[src/hdl/rkrf_pkg.sv]
// ----------------------------------------------------------------------------
// rkrf_pkg: shared types and constants of the remote key repeat filter
// Holds the request and result records, the event and register codes and
// the reset values of the configuration registers.
// ----------------------------------------------------------------------------
package rkrf_pkg;

    localparam int QDEPTH  = 4;
    localparam int QPTR_W  = $clog2(QDEPTH);
    localparam int QCNT_W  = $clog2(QDEPTH + 1);
    localparam int CFG_W   = 16;

    localparam logic [15:0] SAT16 = 16'hFFFF;

    localparam logic CMD_REPORT = 1'b0;
    localparam logic CMD_TICK   = 1'b1;

    // Reset values of the configuration registers
    localparam logic [15:0] REPEAT_DELAY_RST   = 16'd300;
    localparam logic [15:0] REPEAT_GAP_RST     = 16'd100;
    localparam logic [7:0]  MAGIC_MODIFIER_RST = 8'hFF;
    localparam logic [7:0]  IGNORED_KEY_RST    = 8'h00;

    typedef enum logic [1:0] {
        EV_PRESS   = 2'd0,
        EV_REPEAT  = 2'd1,
        EV_RELEASE = 2'd2
    } t_event_kind;

    typedef enum logic [1:0] {
        CFG_REPEAT_DELAY   = 2'd0,
        CFG_REPEAT_GAP     = 2'd1,
        CFG_MAGIC_MODIFIER = 2'd2,
        CFG_IGNORED_KEY    = 2'd3
    } t_cfg_idx;

    typedef struct packed {
        logic       cmd;
        logic [7:0] modifier_code;
        logic [7:0] key_code;
        logic [7:0] release_timeout;
    } t_req;

    typedef struct packed {
        t_event_kind event_kind;
        logic [7:0]  out_modifier;
        logic [7:0]  out_key;
        logic        last_of_run;
    } t_res;

    typedef struct packed {
        logic [15:0] repeat_delay;
        logic [15:0] repeat_gap;
        logic [7:0]  magic_modifier;
        logic [7:0]  ignored_key;
    } t_cfg;

    // Up to two results caused by one request
    typedef struct packed {
        logic [1:0] num;
        t_res       ev0;
        t_res       ev1;
    } t_emit;

    typedef struct packed {
        logic held_valid;
        logic repeating;
        logic release_pending;
        logic timeout_armed;
    } t_track_status;

endpackage

[src/hdl/rkrf_req_if.sv]
// ----------------------------------------------------------------------------
// rkrf_req_if: request channel of the remote key repeat filter
// Valid/ready channel carrying key reports and millisecond ticks.
// ----------------------------------------------------------------------------
interface rkrf_req_if import rkrf_pkg::*; ();

    logic valid;
    logic ready;
    t_req data;

    modport source (output valid, output data, input ready);
    modport sink   (input valid, input data, output ready);

endinterface

[src/hdl/rkrf_res_if.sv]
// ----------------------------------------------------------------------------
// rkrf_res_if: result channel of the remote key repeat filter
// Valid/ready channel carrying press, repeat and release events.
// ----------------------------------------------------------------------------
interface rkrf_res_if import rkrf_pkg::*; ();

    logic valid;
    logic ready;
    t_res data;

    modport source (output valid, output data, input ready);
    modport sink   (input valid, input data, output ready);

endinterface

[src/hdl/rkrf_track.sv]
// ----------------------------------------------------------------------------
// rkrf_track: key tracking state and event decision
// Updates the held key, elapsed-time counters and release timeout for one
// request per cycle while i_fire is set and produces the events it causes.
// ----------------------------------------------------------------------------
module rkrf_track import rkrf_pkg::*; (
    input  logic          i_clk,
    input  logic          i_rst_n,
    input  logic          i_fire,
    input  t_req          i_req,
    input  t_cfg          i_cfg,
    output t_emit         o_emit,
    output t_track_status o_status
);

    logic        r_held_valid, n_held_valid;
    logic [7:0]  r_held_modifier, n_held_modifier;
    logic [7:0]  r_held_key, n_held_key;
    logic        r_repeating, n_repeating;
    logic        r_release_pending, n_release_pending;
    logic [15:0] r_since_first, n_since_first;
    logic [15:0] r_since_emit, n_since_emit;
    logic [7:0]  r_idle_count, n_idle_count;
    logic [7:0]  r_timeout_limit, n_timeout_limit;
    logic        r_timeout_armed, n_timeout_armed;

    logic        rel;
    logic        main_ev;
    t_event_kind main_kind;
    logic        is_magic;
    logic        is_new;
    t_res        rel_res;
    t_res        main_res;

    always_comb begin
        n_held_valid      = r_held_valid;
        n_held_modifier   = r_held_modifier;
        n_held_key        = r_held_key;
        n_repeating       = r_repeating;
        n_release_pending = r_release_pending;
        n_since_first     = r_since_first;
        n_since_emit      = r_since_emit;
        n_idle_count      = r_idle_count;
        n_timeout_limit   = r_timeout_limit;
        n_timeout_armed   = r_timeout_armed;
        rel               = 1'b0;
        main_ev           = 1'b0;
        main_kind         = EV_PRESS;
        is_magic = (i_req.modifier_code == i_cfg.magic_modifier) &&
                   (i_req.key_code == i_cfg.ignored_key);
        is_new   = !r_held_valid || (i_req.modifier_code != r_held_modifier) ||
                   (i_req.key_code != r_held_key);

        if (i_req.cmd == CMD_TICK) begin
            if (r_since_first != SAT16) n_since_first = r_since_first + 16'd1;
            if (r_since_emit != SAT16)  n_since_emit  = r_since_emit + 16'd1;
            if (r_timeout_armed) begin
                if (({1'b0, r_idle_count} + 9'd1) < {1'b0, r_timeout_limit}) begin
                    n_idle_count = r_idle_count + 8'd1;
                end else begin
                    // Timeout: release a repeating key and forget it
                    rel               = r_release_pending && r_repeating && r_held_valid;
                    n_held_valid      = 1'b0;
                    n_repeating       = 1'b0;
                    n_release_pending = 1'b0;
                    n_timeout_armed   = 1'b0;
                    n_idle_count      = 8'd0;
                end
            end
        end else begin
            n_idle_count = 8'd0;
            if (!is_magic) begin
                n_timeout_limit = i_req.release_timeout;
                n_timeout_armed = 1'b1;
                if (is_new) begin
                    rel             = r_repeating && r_held_valid;
                    n_held_valid    = 1'b1;
                    n_held_modifier = i_req.modifier_code;
                    n_held_key      = i_req.key_code;
                    n_repeating     = 1'b0;
                    n_since_first   = 16'd0;
                    main_ev         = 1'b1;
                    main_kind       = EV_PRESS;
                end else if ((r_since_first >= i_cfg.repeat_delay) &&
                             (r_since_emit >= i_cfg.repeat_gap)) begin
                    n_repeating = 1'b1;
                    main_ev     = 1'b1;
                    main_kind   = EV_REPEAT;
                end
                if (main_ev) begin
                    n_since_emit      = 16'd0;
                    n_release_pending = 1'b1;
                end
            end
        end

        rel_res.event_kind   = EV_RELEASE;
        rel_res.out_modifier = r_held_modifier;
        rel_res.out_key      = r_held_key;
        rel_res.last_of_run  = !main_ev;

        main_res.event_kind   = main_kind;
        main_res.out_modifier = i_req.modifier_code;
        main_res.out_key      = i_req.key_code;
        main_res.last_of_run  = 1'b1;

        o_emit.num = {1'b0, rel} + {1'b0, main_ev};
        o_emit.ev0 = rel ? rel_res : main_res;
        o_emit.ev1 = main_res;
    end

    always_ff @(posedge i_clk) begin
        if (!i_rst_n) begin
            r_held_valid      <= 1'b0;
            r_held_modifier   <= 8'd0;
            r_held_key        <= 8'd0;
            r_repeating       <= 1'b0;
            r_release_pending <= 1'b0;
            r_since_first     <= SAT16;
            r_since_emit      <= SAT16;
            r_idle_count      <= 8'd0;
            r_timeout_limit   <= 8'd0;
            r_timeout_armed   <= 1'b0;
        end else if (i_fire) begin
            r_held_valid      <= n_held_valid;
            r_held_modifier   <= n_held_modifier;
            r_held_key        <= n_held_key;
            r_repeating       <= n_repeating;
            r_release_pending <= n_release_pending;
            r_since_first     <= n_since_first;
            r_since_emit      <= n_since_emit;
            r_idle_count      <= n_idle_count;
            r_timeout_limit   <= n_timeout_limit;
            r_timeout_armed   <= n_timeout_armed;
        end
    end

    assign o_status.held_valid      = r_held_valid;
    assign o_status.repeating       = r_repeating;
    assign o_status.release_pending = r_release_pending;
    assign o_status.timeout_armed   = r_timeout_armed;

endmodule

[src/hdl/rkrf_outq.sv]
// ----------------------------------------------------------------------------
// rkrf_outq: result queue
// Small register queue taking up to two results per cycle and handing one
// result per cycle to the output channel while it is ready.
// ----------------------------------------------------------------------------
module rkrf_outq import rkrf_pkg::*; (
    input  logic              i_clk,
    input  logic              i_rst_n,
    input  logic              i_push,
    input  t_emit             i_emit,
    input  logic              i_pop,
    output logic              o_valid,
    output t_res              o_res,
    output logic              o_room,
    output logic [QCNT_W-1:0] o_count
);

    t_res              r_mem [QDEPTH];
    logic [QPTR_W-1:0] r_rd, n_rd;
    logic [QPTR_W-1:0] r_wr, n_wr;
    logic [QCNT_W-1:0] r_count, n_count;
    logic [1:0]        push_num;
    logic              pop;
    logic [QPTR_W-1:0] wr_next;

    assign push_num = i_push ? i_emit.num : 2'd0;
    assign pop      = i_pop && (r_count != '0);
    assign wr_next  = r_wr + QPTR_W'(1);

    always_comb begin
        n_rd    = pop ? r_rd + QPTR_W'(1) : r_rd;
        n_wr    = r_wr + QPTR_W'(push_num);
        n_count = r_count + QCNT_W'(push_num) - QCNT_W'(pop);
    end

    always_ff @(posedge i_clk) begin
        if (!i_rst_n) begin
            r_rd    <= '0;
            r_wr    <= '0;
            r_count <= '0;
        end else begin
            r_rd    <= n_rd;
            r_wr    <= n_wr;
            r_count <= n_count;
        end
    end

    always_ff @(posedge i_clk) begin
        if (push_num != 2'd0) r_mem[r_wr]    <= i_emit.ev0;
        if (push_num == 2'd2) r_mem[wr_next] <= i_emit.ev1;
    end

    assign o_valid = (r_count != '0);
    assign o_res   = r_mem[r_rd];
    // Room for the two results a request may cause
    assign o_room  = (r_count <= QCNT_W'(QDEPTH - 2));
    assign o_count = r_count;

endmodule

[src/hdl/remote_key_repeat_filter_core.sv]
// ----------------------------------------------------------------------------
// remote_key_repeat_filter_core: remote key repeat filter, top level
// Turns key reports and millisecond ticks into press, repeat and release
// events with auto-repeat throttling and a per-report release timeout.
//
//   channel  dir  handshake        payload
//   i_req    in   valid / ready    cmd, modifier_code, key_code, release_timeout
//   o_res    out  valid / ready    event_kind, out_modifier, out_key, last_of_run
//   cfg      in   i_cfg_we only    i_cfg_idx, i_cfg_data
//
// A request lands in an input register and is decided from there, while the
// queue has room, against the key tracking state; its zero, one or two events
// go into a four-entry result queue, so a request is accepted every cycle
// while the queue has room. The first result passes the input register and
// the result queue before it is valid on o_res.
// The input register holds while the queue has fewer than two free entries;
// a stalled output therefore backs up to i_req.ready once three or more
// results wait and a request sits in the input register.
// Reset is synchronous and active low; it loads the register defaults.
// ----------------------------------------------------------------------------
module remote_key_repeat_filter_core import rkrf_pkg::*; (
    input  logic              i_clk,
    input  logic              i_rst_n,
    rkrf_req_if.sink          i_req,
    rkrf_res_if.source        o_res,
    input  logic              i_cfg_we,
    input  t_cfg_idx          i_cfg_idx,
    input  logic [CFG_W-1:0]  i_cfg_data
);

    t_cfg              r_cfg;
    logic              r_in_valid;
    t_req              r_in;
    logic              fire;
    logic              room;
    t_emit             emit;
    t_track_status     status;
    logic [QCNT_W-1:0] q_count;

    // Configuration registers
    always_ff @(posedge i_clk) begin
        if (!i_rst_n) begin
            r_cfg.repeat_delay   <= REPEAT_DELAY_RST;
            r_cfg.repeat_gap     <= REPEAT_GAP_RST;
            r_cfg.magic_modifier <= MAGIC_MODIFIER_RST;
            r_cfg.ignored_key    <= IGNORED_KEY_RST;
        end else if (i_cfg_we) begin
            case (i_cfg_idx)
                CFG_REPEAT_DELAY:   r_cfg.repeat_delay   <= i_cfg_data;
                CFG_REPEAT_GAP:     r_cfg.repeat_gap     <= i_cfg_data;
                CFG_MAGIC_MODIFIER: r_cfg.magic_modifier <= i_cfg_data[7:0];
                CFG_IGNORED_KEY:    r_cfg.ignored_key    <= i_cfg_data[7:0];
                default: ;
            endcase
        end
    end

    // Decide the held request when the queue can take its events
    assign fire        = r_in_valid && room;
    assign i_req.ready = !r_in_valid || room;

    always_ff @(posedge i_clk) begin
        if (!i_rst_n) begin
            r_in_valid <= 1'b0;
        end else if (i_req.ready) begin
            r_in_valid <= i_req.valid;
        end
    end

    // Advance the payload only on acceptance
    always_ff @(posedge i_clk) begin
        if (i_req.valid && i_req.ready) begin
            r_in <= i_req.data;
        end
    end

    rkrf_track u_track (
        .i_clk    (i_clk),
        .i_rst_n  (i_rst_n),
        .i_fire   (fire),
        .i_req    (r_in),
        .i_cfg    (r_cfg),
        .o_emit   (emit),
        .o_status (status)
    );

    rkrf_outq u_outq (
        .i_clk   (i_clk),
        .i_rst_n (i_rst_n),
        .i_push  (fire),
        .i_emit  (emit),
        .i_pop   (o_res.ready),
        .o_valid (o_res.valid),
        .o_res   (o_res.data),
        .o_room  (room),
        .o_count (q_count)
    );

`ifndef SYNTHESIS
    a_repeat_needs_held: assert property (@(posedge i_clk) disable iff (!i_rst_n)
        status.repeating |-> status.held_valid)
        else $error("repeating set without a held key");

    a_pending_needs_armed: assert property (@(posedge i_clk) disable iff (!i_rst_n)
        status.release_pending |-> status.timeout_armed)
        else $error("release pending while timeout is not armed");

    a_queue_bound: assert property (@(posedge i_clk) disable iff (!i_rst_n)
        q_count <= QCNT_W'(QDEPTH))
        else $error("result queue overflow");

    a_fire_has_room: assert property (@(posedge i_clk) disable iff (!i_rst_n)
        fire |=> q_count <= QCNT_W'(QDEPTH))
        else $error("request decided without queue room");
`endif

endmodule
[src/flat_wrapper.sv]
// flat-port wrapper written by rule: the top's interface ports become plain ports
module remote_key_repeat_filter_core_flat import rkrf_pkg::*;
  (i_clk, i_rst_n, i_cfg_we, i_cfg_idx, i_cfg_data, i_req_valid, i_req_data, i_req_ready, o_res_valid, o_res_data, o_res_ready);
  rkrf_req_if i_req_i ();
  rkrf_res_if o_res_i ();
  input  logic i_clk;
  input  logic i_rst_n;
  input  logic i_cfg_we;
  input  t_cfg_idx i_cfg_idx;
  input  logic [CFG_W-1:0] i_cfg_data;
  input wire logic [$bits(i_req_i.valid)-1:0] i_req_valid;
  input wire logic [$bits(i_req_i.data)-1:0] i_req_data;
  output wire logic [$bits(i_req_i.ready)-1:0] i_req_ready;
  output wire logic [$bits(o_res_i.valid)-1:0] o_res_valid;
  output wire logic [$bits(o_res_i.data)-1:0] o_res_data;
  input wire logic [$bits(o_res_i.ready)-1:0] o_res_ready;
  assign i_req_i.valid = i_req_valid;
  assign i_req_i.data = i_req_data;
  assign i_req_ready = i_req_i.ready;
  assign o_res_valid = o_res_i.valid;
  assign o_res_data = o_res_i.data;
  assign o_res_i.ready = o_res_ready;
  remote_key_repeat_filter_core u_core (.i_clk(i_clk), .i_rst_n(i_rst_n), .i_req(i_req_i), .o_res(o_res_i), .i_cfg_we(i_cfg_we), .i_cfg_idx(i_cfg_idx), .i_cfg_data(i_cfg_data));
endmodule
[config.mk]
export PLATFORM = sky130hd
export DESIGN_NAME = remote_key_repeat_filter_core_flat
export DESIGN_NICKNAME = d
export VERILOG_FILES = /design/src/hdl/rkrf_pkg.sv /design/src/hdl/rkrf_req_if.sv /design/src/hdl/rkrf_res_if.sv /design/src/hdl/rkrf_track.sv /design/src/hdl/rkrf_outq.sv /design/src/hdl/remote_key_repeat_filter_core.sv /design/src/flat_wrapper.sv
export SDC_FILE = /design/constraint.sdc
export NUM_CORES = 1
export LEC_CHECK = 0
export BUFFER_PORTS_ARGS = -buffer_cell sky130_fd_sc_hd__buf_2
export CAP_MARGIN = 20
export CORE_ASPECT_RATIO = 1.5
export CORE_MARGIN = 3
export CORE_UTILIZATION = 40
export CTS_BUF_LIST = sky130_fd_sc_hd__clkbuf_8
export CTS_CLUSTER_DIAMETER = 80
export DETAILED_ROUTE_END_ITERATION = 16
export GPL_ROUTABILITY_DRIVEN = 0
export PLACE_DENSITY = 0.53
export SYNTH_ARGS = -nofsm -noshare
export SYNTH_HDL_FRONTEND = slang
export SYNTH_SLANG_ARGS = --single-unit
[constraint.sdc]
create_clock -name i_clk -period 12.05 [get_ports i_clk]
set_clock_uncertainty 0.05 [all_clocks]
set_input_delay 2.41 -clock i_clk [delete_from_list [all_inputs] [get_ports i_clk]]
set_output_delay 2.41 -clock i_clk [all_outputs]
set_load 0.01 [all_outputs]
### After elaboration in Yosys (flattened, before gate mapping)

Memories as Yosys holds them, arrays and structs flattened. A register that Yosys moved wholly into a read port is not among the register bits.
Index checks and enable logic that the tools add are counted.

* flip-flop bits (word level): 149
* memory bits (writable): 76
* input port bits: 48
* output and inout bits: 21
* logic and storage cells: 137
* memories kept: 1

* $add $sub $neg: 10
* magnitude comparators: 4
* equal/unequal tests: 15
* multiplexer cells: 50
* bitwise logic cells: 2
* reductions and logical operators: 33

Memories
* u_core.u_outq.r_mem: words 4, bits a word 19, read ports 1, clocked after memory_dff 1, write ports 2, line rkrf_outq.sv:18 `t_res r_mem [QDEPTH];`

Operator list (count)
* 16-bit two-way mux: 8
* 1-bit two-way mux: 35
* 16-bit by 1-bit adder with 16-bit output, second input constant: 2
* 16-bit >= comparator: 2
* 16-bit != test, second input constant: 2
* 8-bit two-way mux: 3
* 19-bit two-way mux: 1
* 8-bit equality test: 2
* 8-bit != test: 2
* 5-bit AND reduction: 3
* 2-bit AND reduction: 6
* 4-bit AND reduction: 3
* 8-bit by 1-bit adder with 9-bit output, second input constant: 1
* 9-bit by 8-bit less-than comparator with 1-bit output: 1
* 8-bit by 1-bit adder with 8-bit output, second input constant: 1
* 1-bit logical AND: 8
* 2-bit != test, second input constant: 4
* 2-bit equality test, second input constant: 3
* 2-bit two-way mux: 3
* 2-bit nonzero test: 3
* 3-bit nonzero test: 2
* 2-bit by 1-bit adder with 2-bit output, second input constant: 2
* 3-bit by 2-bit adder with 3-bit output: 1
* 3-bit by 2-bit <= comparator with 1-bit output, second input constant: 1
* other kinds (10): 15

### Longest topological paths before layout

* word-level depth: 13
* depth in mapped cells: 21
* gate-level depth less buffers: 20

### By module

A second synthesis with hierarchy kept.

* cells, all modules: 1101
* area total of the unflattened synthesis: 11905.2 um2

Modules (own cells, without submodules)
* rkrf_track: instances 1, cells each 640, area each 5042.3 um2, sequential area each 1361.3 um2
* rkrf_outq: instances 1, cells each 238, area each 4146.5 um2, sequential area each 2462.4 um2
* remote_key_repeat_filter_core: instances 1, cells each 223, area each 2716.4 um2, sequential area each 1731.7 um2

### Worst setup path before layout

Ideal clock, no wire load.

* kind: register to output
* start: register with a tool-made name
* end: output o_res_data[10]
* arrival time: 1.967 ns
* data required time: 9.590 ns
* slack: 7.623 ns
* cell stages (with the launch flop): 4
* path buffers: 2
* cell sequence: dfxtp_1 -> clkbuf_1 -> buf_1 -> mux4_2

RTL lines
* end: declaration: line flat_wrapper.sv:15 `output wire logic [$bits(o_res_i.data)-1:0] o_res_data;`

==> impl_results.md <==
* Final #Nets at 1226
* Drt first-iter violations at 366
* Prevailing post-synth register cell: dfxtp_1
* Vias in the first global route at 8144
* Synthesized area per cell at 10.34 um2
* Area grow syn2layout at 11.94%
* Period Utilization, post-route at 38.99%
* Final setup fails at 0
* Critical path cell sequence: ha_1 > nand3_1 > nor2_1 > xor2_1 > ha_1 > nand4_1 > and3_1 > o21ai_0 > a21oi_2 > o31ai_4 > ha_1 > o21ai_0 > o21ai_0 > or2_2 > inv_1
* VDD IR max at 0.08894 mV
* Hold Buf Count CTS at 0
* Arrival time worst endpoint at 4.81 ns
* RSZ-0062 raised after global routing: false
* DR WL/cell at 18.94 um
* Most frequent cells in the layout: nand2_1 (155), dfxtp_1 (134), edfxtp_1 (93)
* CTS buffer count at 38
* # fillers at 2627
* Post-synth EDFFs at 93
* Slew @ Worst Pin at 1.053 ns
* TNS Setup at 0 ns
* Max cap viols at 0
* Syn. warnings at 0
* Global-route wire length before repair at 44.55 mm
* Layout cell share with drive strength beyond 1 at 15.53%
* Most common cell after layout, fill and taps aside: nand2_1
* N_diodes at 0
* Die area at 29740 um2
* Die H at 209.7 um
* H-tree Lvls at 2
* Initial antenna violation count at 0
* Startpoint Class: flip-flop
* Synthesized area at 11070 um2
* Status: completed
* Post-CTS setup buffer count at 0
* Crit-path max FO at 18
* Crit path capture type: flip-flop
* Remaining antenna violation count after routing at 0
* # port buffers at 68
* Row count at 73
* Int Pwr at 1435 uW
* Endpoints failing hold at 0
* Leak pwr at 0.004892 uW
* Post_cts resized at 0
* Syn nets at 1166
* Clk_lat worst skew at 0.54 ns
* CP top delay family: compound AO/OA/AOI/OAI gates
* Sequential-to-total area share from yosys stat at 49.47%
* Slew HR at 29.14%
* Clock share of power at 31.5%
* Maximum clock path buffer count at 3
* WP data required at 12.16 ns
* Clock root buffer: clkbuf_8
* Clock sinks at 227
* Crit Path Class: flip-flop to flip-flop
* Detail Placement HPWL at 19.75 mm
* Reg clk slew, reported paths at 0.06 ns
* Synth Register Bits at 227
* Asr flop ratio synth at 0%
* Synth Instances at 1070
* Overflow after GRT at 0
* Switch Pwr at 655.4 uW
* Gr usage total at 19.05%
* Sw frac at 31.35%
* CTS tree: yes
* CP max-delay cell: inv_1
* Die W at 141.8 um
* WP buf/inv at 1
* Io pins at 69
* Combinational share of power at 23.2%
* FMAX at 0.2128 GHz
* Core area at 26850 um2
* Unique masters post-synth at 72
* Avg Vias per Cell at 5.381
* Largest net degree at the start of global routing at 66
* Number of remaining DRC errors at 0
* Initial Util at 41.21%
* CP max stage delay at 0.62 ns
* Via count at 8050
* Minimum clock period at 4.699 ns
* Flop pwr share at 45.4%
* Hold Crit Class: flip-flop to flip-flop
* Fin. max-slew vios at 0
* Pwr dens at 168.7 nW/um2
* TritonRoute pass-1 iters at 4
* Total power at 2090 uW
* Routed wire length at 28.34 mm
[per-stage QoR]
step | instance area, um2 | util [%] | std cells | setup slack [ns] | hold WS (ns)
4_1_cts | 12350 | 45.99 | 1494 | 7.271 | 0.4043
5_1_grt | 12390 | 46.13 | 1496 | 6.936 | 0.4205
2_1_floorplan | 11070 | - | 1070 | 7.623 | 0.3709
3_5_place_dp | 11610 | 43.25 | 1425 | 7.272 | 0.3902
3_3_place_gp | 11610 | 43.25 | 1425 | 7.345 | 0.3897
6_report | 12390 | 46.13 | 1496 | 7.351 | 0.4018
[worst min-delay path, stage by stage (launching register included)]
cell and delay (ns):
dfxtp_1 0.30, nand2_1 0.05, a21oi_1 0.05
[per-layer routing]
layer,vias up,GRT usage [%],wire (um)
met5,-,0,0
met4,0,7.748,1036
met3,61,3.282,956
met2,139,35.82,15430
met1,3828,20.82,10910
li1,4022,-,-
[state kept, by name, summed over array words and instances (netlist names), 2 cells and up, named ones only]
name,flops
u_core.u_outq.r_mem,76
u_core.r_cfg,48
u_core.r_in,25
u_core.u_track.r_since_emit,16
u_core.u_track.r_since_first,16
u_core.u_track.r_held_key,8
u_core.u_track.r_held_modifier,8
u_core.u_track.r_idle_count,8
u_core.u_track.r_timeout_limit,8
u_core.u_outq.o_count,3
u_core.u_outq.r_rd,2
u_core.u_outq.r_wr,2
[cell type report]
cell class / instances / area [um2] / share of cell area (%)
clock inverters: 22 / 87.58 / 0.7070
clock buffers: 47 / 646.9 / 5.222
flip-flops and latches: 227 / 5475 / 44.20
repair buffers: 81 / 461.7 / 3.727
well taps: 337 / 421.7 / 3.404
multi-input cells: 725 / 5081 / 41.02
inverters: 57 / 214.0 / 1.727
[cell families after synthesis]
family / synth area share [%]
DFF: 49.47
and+or+nand+nor: 14.58
adders and majority gates: 5.495
muxes: 5.596
xor gates and xnor gates: 3.957
AOI/OAI and AO/OA: 16.24
buffers and inverters: 4.658
[Yosys cell counts (3+ instances only)]
cell type,count,area [um2]
nand2_1,155,581.8
dfxtp_1,134,2683
edfxtp_1,93,2793
a22o_1,64,560.5
a21oi_1,62,310.3
inv_1,55,206.5
nor2_1,54,202.7
ha_1,47,588.1
xnor2_1,41,359.1
nand3_1,30,150.1
o21ai_0,28,140.1
clkbuf_1,27,101.4
buf_2,25,125.1
mux4_2,19,427.9
nand4_1,19,118.9
mux2i_1,18,180.2
a31oi_1,16,100.1
nor3_1,14,70.07
a21o_1,13,97.59
o211ai_1,13,97.59
a211oi_1,12,90.09
and2_1,10,62.56
nand2b_1,9,56.30
or2_2,9,56.30
xor2_1,9,78.83
and3_1,7,43.79
or3_1,7,43.79
buf_6,5,56.30
nor4_1,5,31.28
a21oi_4,4,65.06
and4_1,4,35.03
nor4_2,4,50.05
o22a_1,4,35.03
a221o_1,3,30.03
buf_1,3,11.26
o2111ai_1,3,26.28
o21a_1,3,22.52
[power by group through the flow]
stage / sequential, uW / combinational (uW) / clock [uW]
6_report: 948 / 484 / 658
5_1_grt: 958 / 551 / 714
4_1_cts: 953 / 488 / 680
3_3_place_gp: 969 / 477 / 0
3_5_place_dp: 970 / 485 / 0
2_1_floorplan: 924 / 382 / 0
[worst paths after layout]
kind	start	to	slack, ns	depth (start not counted)
worst max-delay path	u_core.u_track.r_idle_count[0]	u_core.u_outq.r_mem[2][10]	7.35	15
worst min-delay path	u_core.r_cfg[30]	u_core.r_cfg[30]	0.40	2
worst max register to register	u_core.u_track.r_idle_count[0]	u_core.u_outq.r_mem[2][10]	7.35	15
worst min register to register	u_core.r_cfg[30]	u_core.r_cfg[30]	0.40	2
Power figures use the tool's default switching activity.
